### src/rtl/mpm_pkg.sv
// ---------------------------------------------------------------------------
// mpm_pkg
// Constants and request/response types for the modular exponentiation core.
// ---------------------------------------------------------------------------
package mpm_pkg;

  localparam int RES_W = 30;

  // Prime modulus and Barrett constants
  localparam logic [63:0] PRIME64    = 64'd1000000007;
  localparam logic [31:0] PRIME      = PRIME64[31:0];
  localparam logic [63:0] TWO_POW_60 = 64'h1000_0000_0000_0000;
  localparam logic [63:0] TWO_POW_32 = 64'h0000_0001_0000_0000;
  localparam logic [31:0] BARRETT_MU = 32'(TWO_POW_60 / PRIME64);
  // 2^32 mod prime, used to fold the upper half of the base
  localparam logic [31:0] FOLD_32    = 32'(TWO_POW_32 % PRIME64);

  typedef struct packed {
    logic        start;
    logic [31:0] x;
    logic [31:0] y;
    logic [31:0] z;
  } mulred_req_t;

  typedef struct packed {
    logic             done;
    logic [RES_W-1:0] r;
  } mulred_rsp_t;

endpackage

### src/rtl/mpm_mulred.sv
// ---------------------------------------------------------------------------
// mpm_mulred
// Multi-cycle (x*y + z) mod prime, Barrett reduction on one shared multiplier.
// ---------------------------------------------------------------------------
module mpm_mulred
  import mpm_pkg::*;
(
  input  logic        clk,
  input  logic        rst,
  input  mulred_req_t req,
  output mulred_rsp_t rsp
);

  localparam logic [2:0] U_IDLE = 3'd0;
  localparam logic [2:0] U_MUL  = 3'd1;
  localparam logic [2:0] U_QEST = 3'd2;
  localparam logic [2:0] U_QP   = 3'd3;
  localparam logic [2:0] U_SUB  = 3'd4;
  localparam logic [2:0] U_FIX  = 3'd5;

  logic [2:0]       state;
  logic [31:0]      x;
  logic [31:0]      y;
  logic [31:0]      z;
  logic [63:0]      t;
  logic [63:0]      p;
  logic [31:0]      r;
  logic [RES_W-1:0] res;
  logic             done;

  logic [31:0] mul_a;
  logic [31:0] mul_b;
  logic [63:0] prod;
  logic [31:0] r1;
  logic [31:0] r2;

  // Select multiplier operands for the current step
  always_comb begin
    unique case (state)
      U_QEST: begin
        mul_a = t[60:29];
        mul_b = BARRETT_MU;
      end
      U_QP: begin
        mul_a = p[62:31];
        mul_b = PRIME;
      end
      default: begin
        mul_a = x;
        mul_b = y;
      end
    endcase
  end

  assign prod = {32'd0, mul_a} * {32'd0, mul_b};

  // Drop the remainder below the prime, at most two subtractions
  assign r1 = (r >= PRIME) ? (r - PRIME) : r;
  assign r2 = (r1 >= PRIME) ? (r1 - PRIME) : r1;

  // Step sequencer
  always_ff @(posedge clk) begin
    if (rst) begin
      state <= U_IDLE;
      done  <= 1'b0;
    end else begin
      done <= 1'b0;
      unique case (state)
        U_IDLE: if (req.start) begin
          state <= U_MUL;
        end
        U_MUL:   state <= U_QEST;
        U_QEST:  state <= U_QP;
        U_QP:    state <= U_SUB;
        U_SUB:   state <= U_FIX;
        U_FIX: begin
          state <= U_IDLE;
          done  <= 1'b1;
        end
        default: state <= U_IDLE;
      endcase
    end
  end

  // Datapath registers
  always_ff @(posedge clk) begin
    case (state)
      U_IDLE: if (req.start) begin
        x <= req.x;
        y <= req.y;
        z <= req.z;
      end
      U_MUL:  t   <= prod + {32'd0, z};
      U_QEST: p   <= prod;
      U_QP:   p   <= prod;
      // True difference stays below three times the prime
      U_SUB:  r   <= t[31:0] - p[31:0];
      U_FIX:  res <= r2[RES_W-1:0];
      default: ;
    endcase
  end

  assign rsp.done = done;
  assign rsp.r    = res;

endmodule

### src/rtl/modexp_prime_modulus_core.sv
// ---------------------------------------------------------------------------
// modexp_prime_modulus_core
// Raises a 64-bit base to a 64-bit exponent modulo the prime 1000000007.
// ---------------------------------------------------------------------------
// Usage:
//   Input channel in_valid/in_ready carries one word of base and exponent.
//   Output channel out_valid/out_ready carries one word of power_mod.
//   One item is in flight at a time: in_ready is high only while idle.
//   The base is folded mod the prime in two passes, then the exponent is
//   scanned from its least significant bit by square-and-multiply.
//   Every modular product goes through one shared Barrett unit built on a
//   single 32x32 multiplier. A new word is taken the cycle after the result
//   is accepted. When the receiver stalls, the result holds in the output
//   register and the block stays busy. Synchronous reset returns it to idle
//   with no result pending.
// ---------------------------------------------------------------------------
module modexp_prime_modulus_core
  import mpm_pkg::*;
(
  input  logic             clk,
  input  logic             rst,
  input  logic             in_valid,
  output logic             in_ready,
  input  logic [63:0]      base,
  input  logic [63:0]      exponent,
  output logic             out_valid,
  input  logic             out_ready,
  output logic [RES_W-1:0] power_mod
);

  localparam logic [2:0] S_IDLE   = 3'd0;
  localparam logic [2:0] S_RED_HI = 3'd1;
  localparam logic [2:0] S_RED_LO = 3'd2;
  localparam logic [2:0] S_STEP   = 3'd3;
  localparam logic [2:0] S_MACC   = 3'd4;
  localparam logic [2:0] S_SQR    = 3'd5;
  localparam logic [2:0] S_OUT    = 3'd6;

  logic [2:0]       state;
  logic [2:0]       state_next;
  logic [63:0]      e;
  logic [31:0]      b_lo;
  logic [RES_W-1:0] acc;
  logic [RES_W-1:0] sq;

  mulred_req_t req;
  mulred_rsp_t rsp;

  mpm_mulred u_mulred (
    .clk (clk),
    .rst (rst),
    .req (req),
    .rsp (rsp)
  );

  // Sequence products and issue requests to the shared unit
  always_comb begin
    state_next = state;
    req        = '0;
    unique case (state)
      S_IDLE: if (in_valid) begin
        req.start  = 1'b1;
        req.x      = base[63:32];
        req.y      = 32'd1;
        state_next = S_RED_HI;
      end
      S_RED_HI: if (rsp.done) begin
        req.start  = 1'b1;
        req.x      = {2'd0, rsp.r};
        req.y      = FOLD_32;
        req.z      = b_lo;
        state_next = S_RED_LO;
      end
      S_RED_LO: if (rsp.done) begin
        state_next = S_STEP;
      end
      S_STEP: begin
        if (e == 64'd0) begin
          state_next = S_OUT;
        end else if (e[0]) begin
          req.start  = 1'b1;
          req.x      = {2'd0, acc};
          req.y      = {2'd0, sq};
          state_next = S_MACC;
        end else begin
          req.start  = 1'b1;
          req.x      = {2'd0, sq};
          req.y      = {2'd0, sq};
          state_next = S_SQR;
        end
      end
      S_MACC: if (rsp.done) begin
        req.start  = 1'b1;
        req.x      = {2'd0, sq};
        req.y      = {2'd0, sq};
        state_next = S_SQR;
      end
      S_SQR: if (rsp.done) begin
        state_next = S_STEP;
      end
      S_OUT: if (out_ready) begin
        state_next = S_IDLE;
      end
      default: state_next = S_IDLE;
    endcase
  end

  // Advance the sequencer
  always_ff @(posedge clk) begin
    if (rst) begin
      state <= S_IDLE;
    end else begin
      state <= state_next;
    end
  end

  // Hold operands, accumulator and running square
  always_ff @(posedge clk) begin
    case (state)
      S_IDLE: if (in_valid) begin
        e    <= exponent;
        b_lo <= base[31:0];
        acc  <= RES_W'(1);
      end
      S_RED_LO: if (rsp.done) begin
        sq <= rsp.r;
      end
      S_MACC: if (rsp.done) begin
        acc <= rsp.r;
      end
      S_SQR: if (rsp.done) begin
        sq <= rsp.r;
        e  <= {1'b0, e[63:1]};
      end
      default: ;
    endcase
  end

  assign in_ready  = (state == S_IDLE);
  assign out_valid = (state == S_OUT);
  assign power_mod = acc;

endmodule

### config.mk
export PLATFORM = sky130hd
export DESIGN_NAME = modexp_prime_modulus_core
export DESIGN_NICKNAME = d
export VERILOG_FILES = /design/src/rtl/mpm_pkg.sv /design/src/rtl/mpm_mulred.sv /design/src/rtl/modexp_prime_modulus_core.sv
export SDC_FILE = /design/constraint.sdc
export NUM_CORES = 2
export LEC_CHECK = 0
export ABC_CLOCK_PERIOD_IN_PS = 13500
export BUFFER_PORTS_ARGS = -buffer_cell sky130_fd_sc_hd__buf_2
export CORE_AREA = 5 5 339 341
export CTS_CLUSTER_SIZE = 10
export DETAILED_ROUTE_END_ITERATION = 6
export DIE_AREA = 0 0 344 346
export GPL_TIMING_DRIVEN = 0
export PLACE_DENSITY = 0.69
export SKIP_CTS_REPAIR_TIMING = 1
export SLEW_MARGIN = 20
export SYNTH_ARGS = -nofsm -noshare
export SYNTH_HDL_FRONTEND = slang
export SYNTH_HIERARCHICAL = 1
export SYNTH_SLANG_ARGS = --single-unit
### constraint.sdc
create_clock -name clk -period 13.5 [get_ports clk]
set_input_delay 2.7 -clock clk [delete_from_list [all_inputs] [get_ports clk]]
set_output_delay 2.7 -clock clk [all_outputs]
set_load 0.02 [all_outputs]
Word-level counts from Yosys, hierarchy flattened
Index checks and enable logic that the tools add are counted.
Word-level totals
  logic and storage cells: 80
  RAM bits: 0
  memories: 0
  ROM bits: 0
  flip-flop bits (word level): 445
  input port bits: 132
  bits in latches: 0
  output and inout port bits: 32
Operators by class
  multipliers: 1
  divide/modulo/power cells: 0
  eq/ne operators: 18
  multiplexer cells: 27
  bitwise operators: 0
  $lt $le $gt $ge: 2
  shift operators: 0
  reductions and logical operators: 14
  $add $sub $neg: 4
Operators with widths (count)
  65-bit case mux with 4 select lines: 1
  65-bit 2-to-1 mux: 3
  64-bit 2-to-1 mux: 2
  32-bit case mux with 2 select lines: 2
  64-bit case mux with 2 select lines: 1
  97-bit 2-to-1 mux: 1
  30-bit 2-to-1 mux: 3
  32-bit by 30-bit >= comparator with 1-bit output (second input constant): 2
  64-bit logical NOT: 1
  32-bit by 32-bit multiplier with 63-bit output: 1
  62-bit 2-to-1 mux: 1
  61-bit by 32-bit adder with 61-bit output: 1
  30-bit case mux with 2 select lines: 1
  32-bit 2-to-1 mux: 1
  32-bit by 30-bit subtractor with 32-bit output (second input constant): 1
  32-bit subtractor: 1
  30-bit subtractor (second input constant): 1
  3-bit 2-to-1 mux: 6
  3-bit case mux with 6 select lines: 1
  3-bit equality test (second input constant): 5
  3-bit case mux with 5 select lines: 1
  3-bit by 2-bit equality test with 1-bit output (second input constant): 4
  2-bit by 1-bit inequality test with 1-bit output (second input constant): 5
  2-bit AND reduction: 4
  other kinds (9): 16

Depth between registers and ports, before layout
  depth in word-level cells: 5
  depth in mapped cells: 48
  depth with buffers taken out: 41

Cells and area by module
The synthesis kept the hierarchy.
Modules (own cells, without submodules)
  mpm_mulred: seq. area each 8548.2 µm², area an instance 47893.4 µm², cells an instance 5146, times used 1
  modexp_prime_modulus_core: seq. area each 4744.6 µm², area an instance 7488.4 µm², cells an instance 552, times used 1

Worst setup path before layout
OpenSTA, ideal clock, no wires.
  kind: input to register
  start: in in_valid
  end: reg u_mulred.x[0] (enable)
  data arrival time: 13.674 ns
  stages on the path: 6
  buffers on the path: 2
  setup time: 0.820 ns
  path slack: -0.994 ns
  required time: 12.680 ns
  path through: and2_1 -> clkbuf_1 -> buf_2 -> nor2_1 -> nand3b_1 -> nor4b_1
RTL lines
  start: declaration: RTL line modexp_prime_modulus_core.sv:22  | input logic in_valid,
  end signal: assignment: RTL line mpm_mulred.sv:89  | x <= req.x;
  end: declaration: RTL line mpm_mulred.sv:22  | logic [31:0] x;

Worst setup path after layout
  start: reg u_mulred.state[1]
  end: reg u_mulred.t[60] (data pin)
On the way
  cells in the longest elaborated chain, start to end: 4
  elaborated cells between the ends (all ways): 6
  classes of those cells: add/sub (1); mul (1); eq/ne (2); mux (2)
Ends and longest elaborated chain
  start: declaration: RTL line mpm_mulred.sv:21  | logic [2:0] state;
  start signal: assignment: RTL line mpm_mulred.sv:64  | state <= U_IDLE;
  start signal: assignment: RTL line mpm_mulred.sv:70  | state <= U_MUL;
  start signal: assignment: RTL line mpm_mulred.sv:72  | U_MUL: state <= U_QEST;
  3-bit by 2-bit equality test with 1-bit output: RTL line mpm_mulred.sv:39  | unique case (state)
  32-bit case mux with 2 select lines: RTL line mpm_mulred.sv:39
  32-bit by 32-bit multiplier with 63-bit output *: RTL line mpm_mulred.sv:55  | assign prod = {32'd0, mul_a} * {32'd0, mul_b};
  via u_mulred.prod[27]: RTL line mpm_mulred.sv:33  | logic [63:0] prod;
  61-bit by 32-bit adder with 61-bit output *: RTL line mpm_mulred.sv:93  | U_MUL: t <= prod + {32'd0, z};
  end signal: assignment: RTL line mpm_mulred.sv:93
  end: declaration: RTL line mpm_mulred.sv:25  | logic [63:0] t;
The timed path passes the listed nets; every way through them passes the cells marked *.
A chain may end at the register's enable or synchronous reset.

==> impl_summary.log <==
INFO  metric placeableCoreArea = 0.1116 mm²
INFO  metric period_share = 98.51%
INFO  metric slew_headroom = 14.23%
INFO  metric cts_inserted_buffers = 52
INFO  metric crit_path_top_delay_cell = sky130_fd_sc_hd__clkbuf_1
INFO  metric clock_insertion_delay_at_the_later_pin_of_the_skew_report = 0.61 ns
INFO  metric fraction_of_the_mapped_netlist_area_in_compound_gates = 8.463%
INFO  metric synth_top_area_cell = sky130_fd_sc_hd__fa_1
INFO  metric initial_core_util = 49.64%
INFO  metric drc_errors = 0
INFO  metric arrival = 13.64 ns
INFO  metric netlist_area = 0.05538 mm²
INFO  metric synth_edf_count = 438
INFO  metric multi_input_gate_area_in_the_final_layout = 0.03777 mm²
INFO  metric worst-endpoint-required = 13.84 ns
INFO  metric critPathKind = reg2reg
INFO  metric viasPerCell = 5.918
INFO  metric max_clock_freq = 75.19 MHz
INFO  metric cts-root-to-sink-buffers = 3
INFO  metric detail_route.first_pass.iterations = 7
INFO  metric drt-total-wl = 200500 µm
INFO  metric dp_hpwl = 167100 µm
INFO  metric rows = 123
INFO  metric postLayoutCellArea = 0.06043 mm²
INFO  metric synth_seq_area_share = 24.00%
INFO  metric worst_hold_path_type = reg2reg
INFO  metric wl_per_cell = 26.79 µm
INFO  metric worst_setup_path_end_kind = flip-flop
INFO  metric count_of_buffers_from_port_buffering = 163
INFO  metric syn_area_per_cell = 9.720 µm²
INFO  metric synthMuxAreaShare = 2.135%
INFO  metric clock_sinks = 445
INFO  metric drv_cap = 0
INFO  metric finalNetCount = 7300
INFO  metric final_cell_mix = sky130_fd_sc_hd__inv_1 (935), sky130_fd_sc_hd__fa_1 (897), sky130_fd_sc_hd__nor2_1 (712)
INFO  metric crit_fanout = 10
INFO  metric design.portCount = 164
INFO  metric synth.distinct_cells = 106
INFO  metric grt_use_total = 33.82%
INFO  metric synth_top_family_by_area = adder cells
INFO  metric synth_flop_cell = sky130_fd_sc_hd__edfxtp_1
INFO  metric synth_async_sr_flop_share = 0%
INFO  metric hold_viol_final = 0
INFO  metric critical_path.max_stage_delay = 0.70 ns
INFO  metric route.vias.total = 44290
INFO  metric first_iter_violations = 4796
INFO  metric post_synth_fa_ha_maj_area_fraction = 39.70%
INFO  metric synth_top_area_share = 32.42%
INFO  metric die_y = 346 µm
INFO  metric layout.filler_cells = 9917
INFO  metric root_buf_cell = sky130_fd_sc_hd__clkbuf_16
INFO  metric skew = 0.03374 ns
INFO  metric final_layout_size_suffix_gt1_share = 9.003%
INFO  metric first_global_vias = 45560
INFO  metric finalSetupTns = 0 ns
INFO  metric synth.yosys.warnings = 6
INFO  metric final_period_minus_worst_setup_slack = 13.30 ns
INFO  metric tritoncts = done
INFO  metric pin_count_of_the_biggest_net_entering_global_routing = 47
INFO  metric post_synth_inst_count = 5698
INFO  metric synth_xor_area_share = 3.079%
INFO  metric grt.overflow.total = 0
INFO  metric gpl.final_weighted_congestion = 1.104
INFO  metric synthToLayoutAreaGrowth = 9.118%
INFO  metric ys_ff_latch = 445
INFO  metric grt_antenna_before_repair = 7
INFO  metric mostFrequentLayoutCell = sky130_fd_sc_hd__inv_1
INFO  metric slew_viol_final = 0
INFO  metric finalSetupViolations = 0
INFO  metric final-seq-area = 0.01329 mm²
INFO  metric cts.htree.levels = 2
INFO  metric synth_simple_gate_area_share = 14.25%
INFO  metric timing.critical_path.from_type = flip-flop
INFO  metric status = finished clean
INFO  metric antenna_left = 0
INFO  metric worst_margin_slew = 1.278 ns
INFO  metric die_x = 344 µm
INFO  metric critPathMostFrequentCell = sky130_fd_sc_hd__fa_1
INFO  metric netlist_top_cells_area = sky130_fd_sc_hd__fa_1 (32%), sky130_fd_sc_hd__edfxtp_1 (24%), sky130_fd_sc_hd__ha_1 (7.3%), sky130_fd_sc_hd__inv_1 (6.3%), sky130_fd_sc_hd__nor2_1 (4.9%)
INFO  metric floorplan.die_area = 0.1190 mm²
INFO  metric dpl_cell_area = 0.05867 mm²
INFO  metric cts.clk_slew.worst_paths = 0.06 ns
INFO  metric wire_length_of_the_first_global_routing_pass = 296000 µm
-- metal layers --
layer | track usage, % | wire length, µm | share of wire, % | vias to the layer above
met2 | 49.88 | 84790 | 42 | 2881
met5 | 0.04006 | 28 | 0.014 | -
met1 | 42.09 | 71010 | 35 | 21770
met4 | 23.75 | 19140 | 9.5 | 4
li1 | - | - | - | 18740
met3 | 11.00 | 25520 | 13 | 892
-- worst paths after layout --
kind                      from              to  slack, ns  cells after the start
max          u_mulred/state[1]  u_mulred/t[60]       0.20                     37
min            u_mulred/res[3]           sq[3]       0.47                      0
max reg2reg  u_mulred/state[1]  u_mulred/t[60]       0.20                     37
min reg2reg    u_mulred/res[3]           sq[3]       0.47                      0
-- per-stage QoR --
| stage | util (%) | setup WS (ns) | instances | hold WS (ns) |
|---|---|---|---|---|
| after CTS | 53.93 | -1.081 | 7477 | 0.4762 |
| after floorplan | - | 1.380 | 5699 | 0.4399 |
| final | 54.16 | 0.2010 | 7483 | 0.4737 |
| after detailed placement | 52.58 | -1.012 | 7396 | 0.4709 |
| after global placement | 52.06 | -3.908 | 7362 | 0.4730 |
| after global routing | 54.15 | -0.07768 | 7476 | 0.5042 |
-- cell families (layout without fill, tap and decap cells) --
kind of cell	count (synthesis)	in the layout
AOI/OAI and AO/OA	714	714
xor gates and xnor gates	193	193
adders and majority gates	1219	1219
buffers and inverters	1207	1484
DFF	445	445
muxes	110	110
other	1	9
and+or+nand+nor	1809	1809
-- Yosys cell counts, types with 15 or more instances --
cell and number:
sky130_fd_sc_hd__o21ai_1 32, sky130_fd_sc_hd__o21ai_0 142, sky130_fd_sc_hd__nor4_1 29, sky130_fd_sc_hd__clkbuf_1 207
sky130_fd_sc_hd__o21a_1 48, sky130_fd_sc_hd__a21oi_1 203, sky130_fd_sc_hd__nand3_1 61, sky130_fd_sc_hd__nor2b_1 21
sky130_fd_sc_hd__and3_1 21, sky130_fd_sc_hd__nor3_1 43, sky130_fd_sc_hd__a31oi_1 24, sky130_fd_sc_hd__nor2_1 719
sky130_fd_sc_hd__xor2_1 64, sky130_fd_sc_hd__fa_1 897, sky130_fd_sc_hd__buf_1 20, sky130_fd_sc_hd__nand2b_1 33
sky130_fd_sc_hd__o21bai_1 19, sky130_fd_sc_hd__mux2_2 65, sky130_fd_sc_hd__edfxtp_1 438, sky130_fd_sc_hd__o211ai_1 17
sky130_fd_sc_hd__a22o_1 15, sky130_fd_sc_hd__xnor2_1 127, sky130_fd_sc_hd__buf_2 33, sky130_fd_sc_hd__mux2i_1 45
sky130_fd_sc_hd__a21o_1 68, sky130_fd_sc_hd__a221oi_1 17, sky130_fd_sc_hd__nand4_1 38, sky130_fd_sc_hd__ha_1 322
sky130_fd_sc_hd__and2_1 97, sky130_fd_sc_hd__nand2_1 672, sky130_fd_sc_hd__inv_1 936
-- sequential cells by signal, indices dropped and copies added (netlist names), 32 cells and up --
signal,flops
u_mulred/r,32
u_mulred/y,32
b_lo,32
u_mulred/t,61
e,64
u_mulred/x,32
u_mulred/z,32
u_mulred/p,63
-- layout make-up --
type,instances,area share [%]
clock buffers,73,2.284
well taps,1500,3.106
flip-flops and latches,445,22.00
multi-input cells,4047,62.50
clock inverters,8,0.2153
plain buffers,263,1.957
diodes,7,0.02899
inverters,936,5.814
repair buffers,204,2.101
-- critical path, delay by kind of cell (launching register included) --
| family | cells | cell delay [ns] |
|---|---|---|
| xor gates and xnor gates | 2 | 0.50 |
| buffers and inverters | 9 | 2.23 |
| adders and majority gates | 10 | 5.18 |
| AOI/OAI and AO/OA | 5 | 1.68 |
| DFF | 1 | 0.56 |
| and+or+nand+nor | 11 | 2.80 |
Power is not shown: default switching activity piles up to over one toggle a cycle in this logic, so the estimate is an artifact.
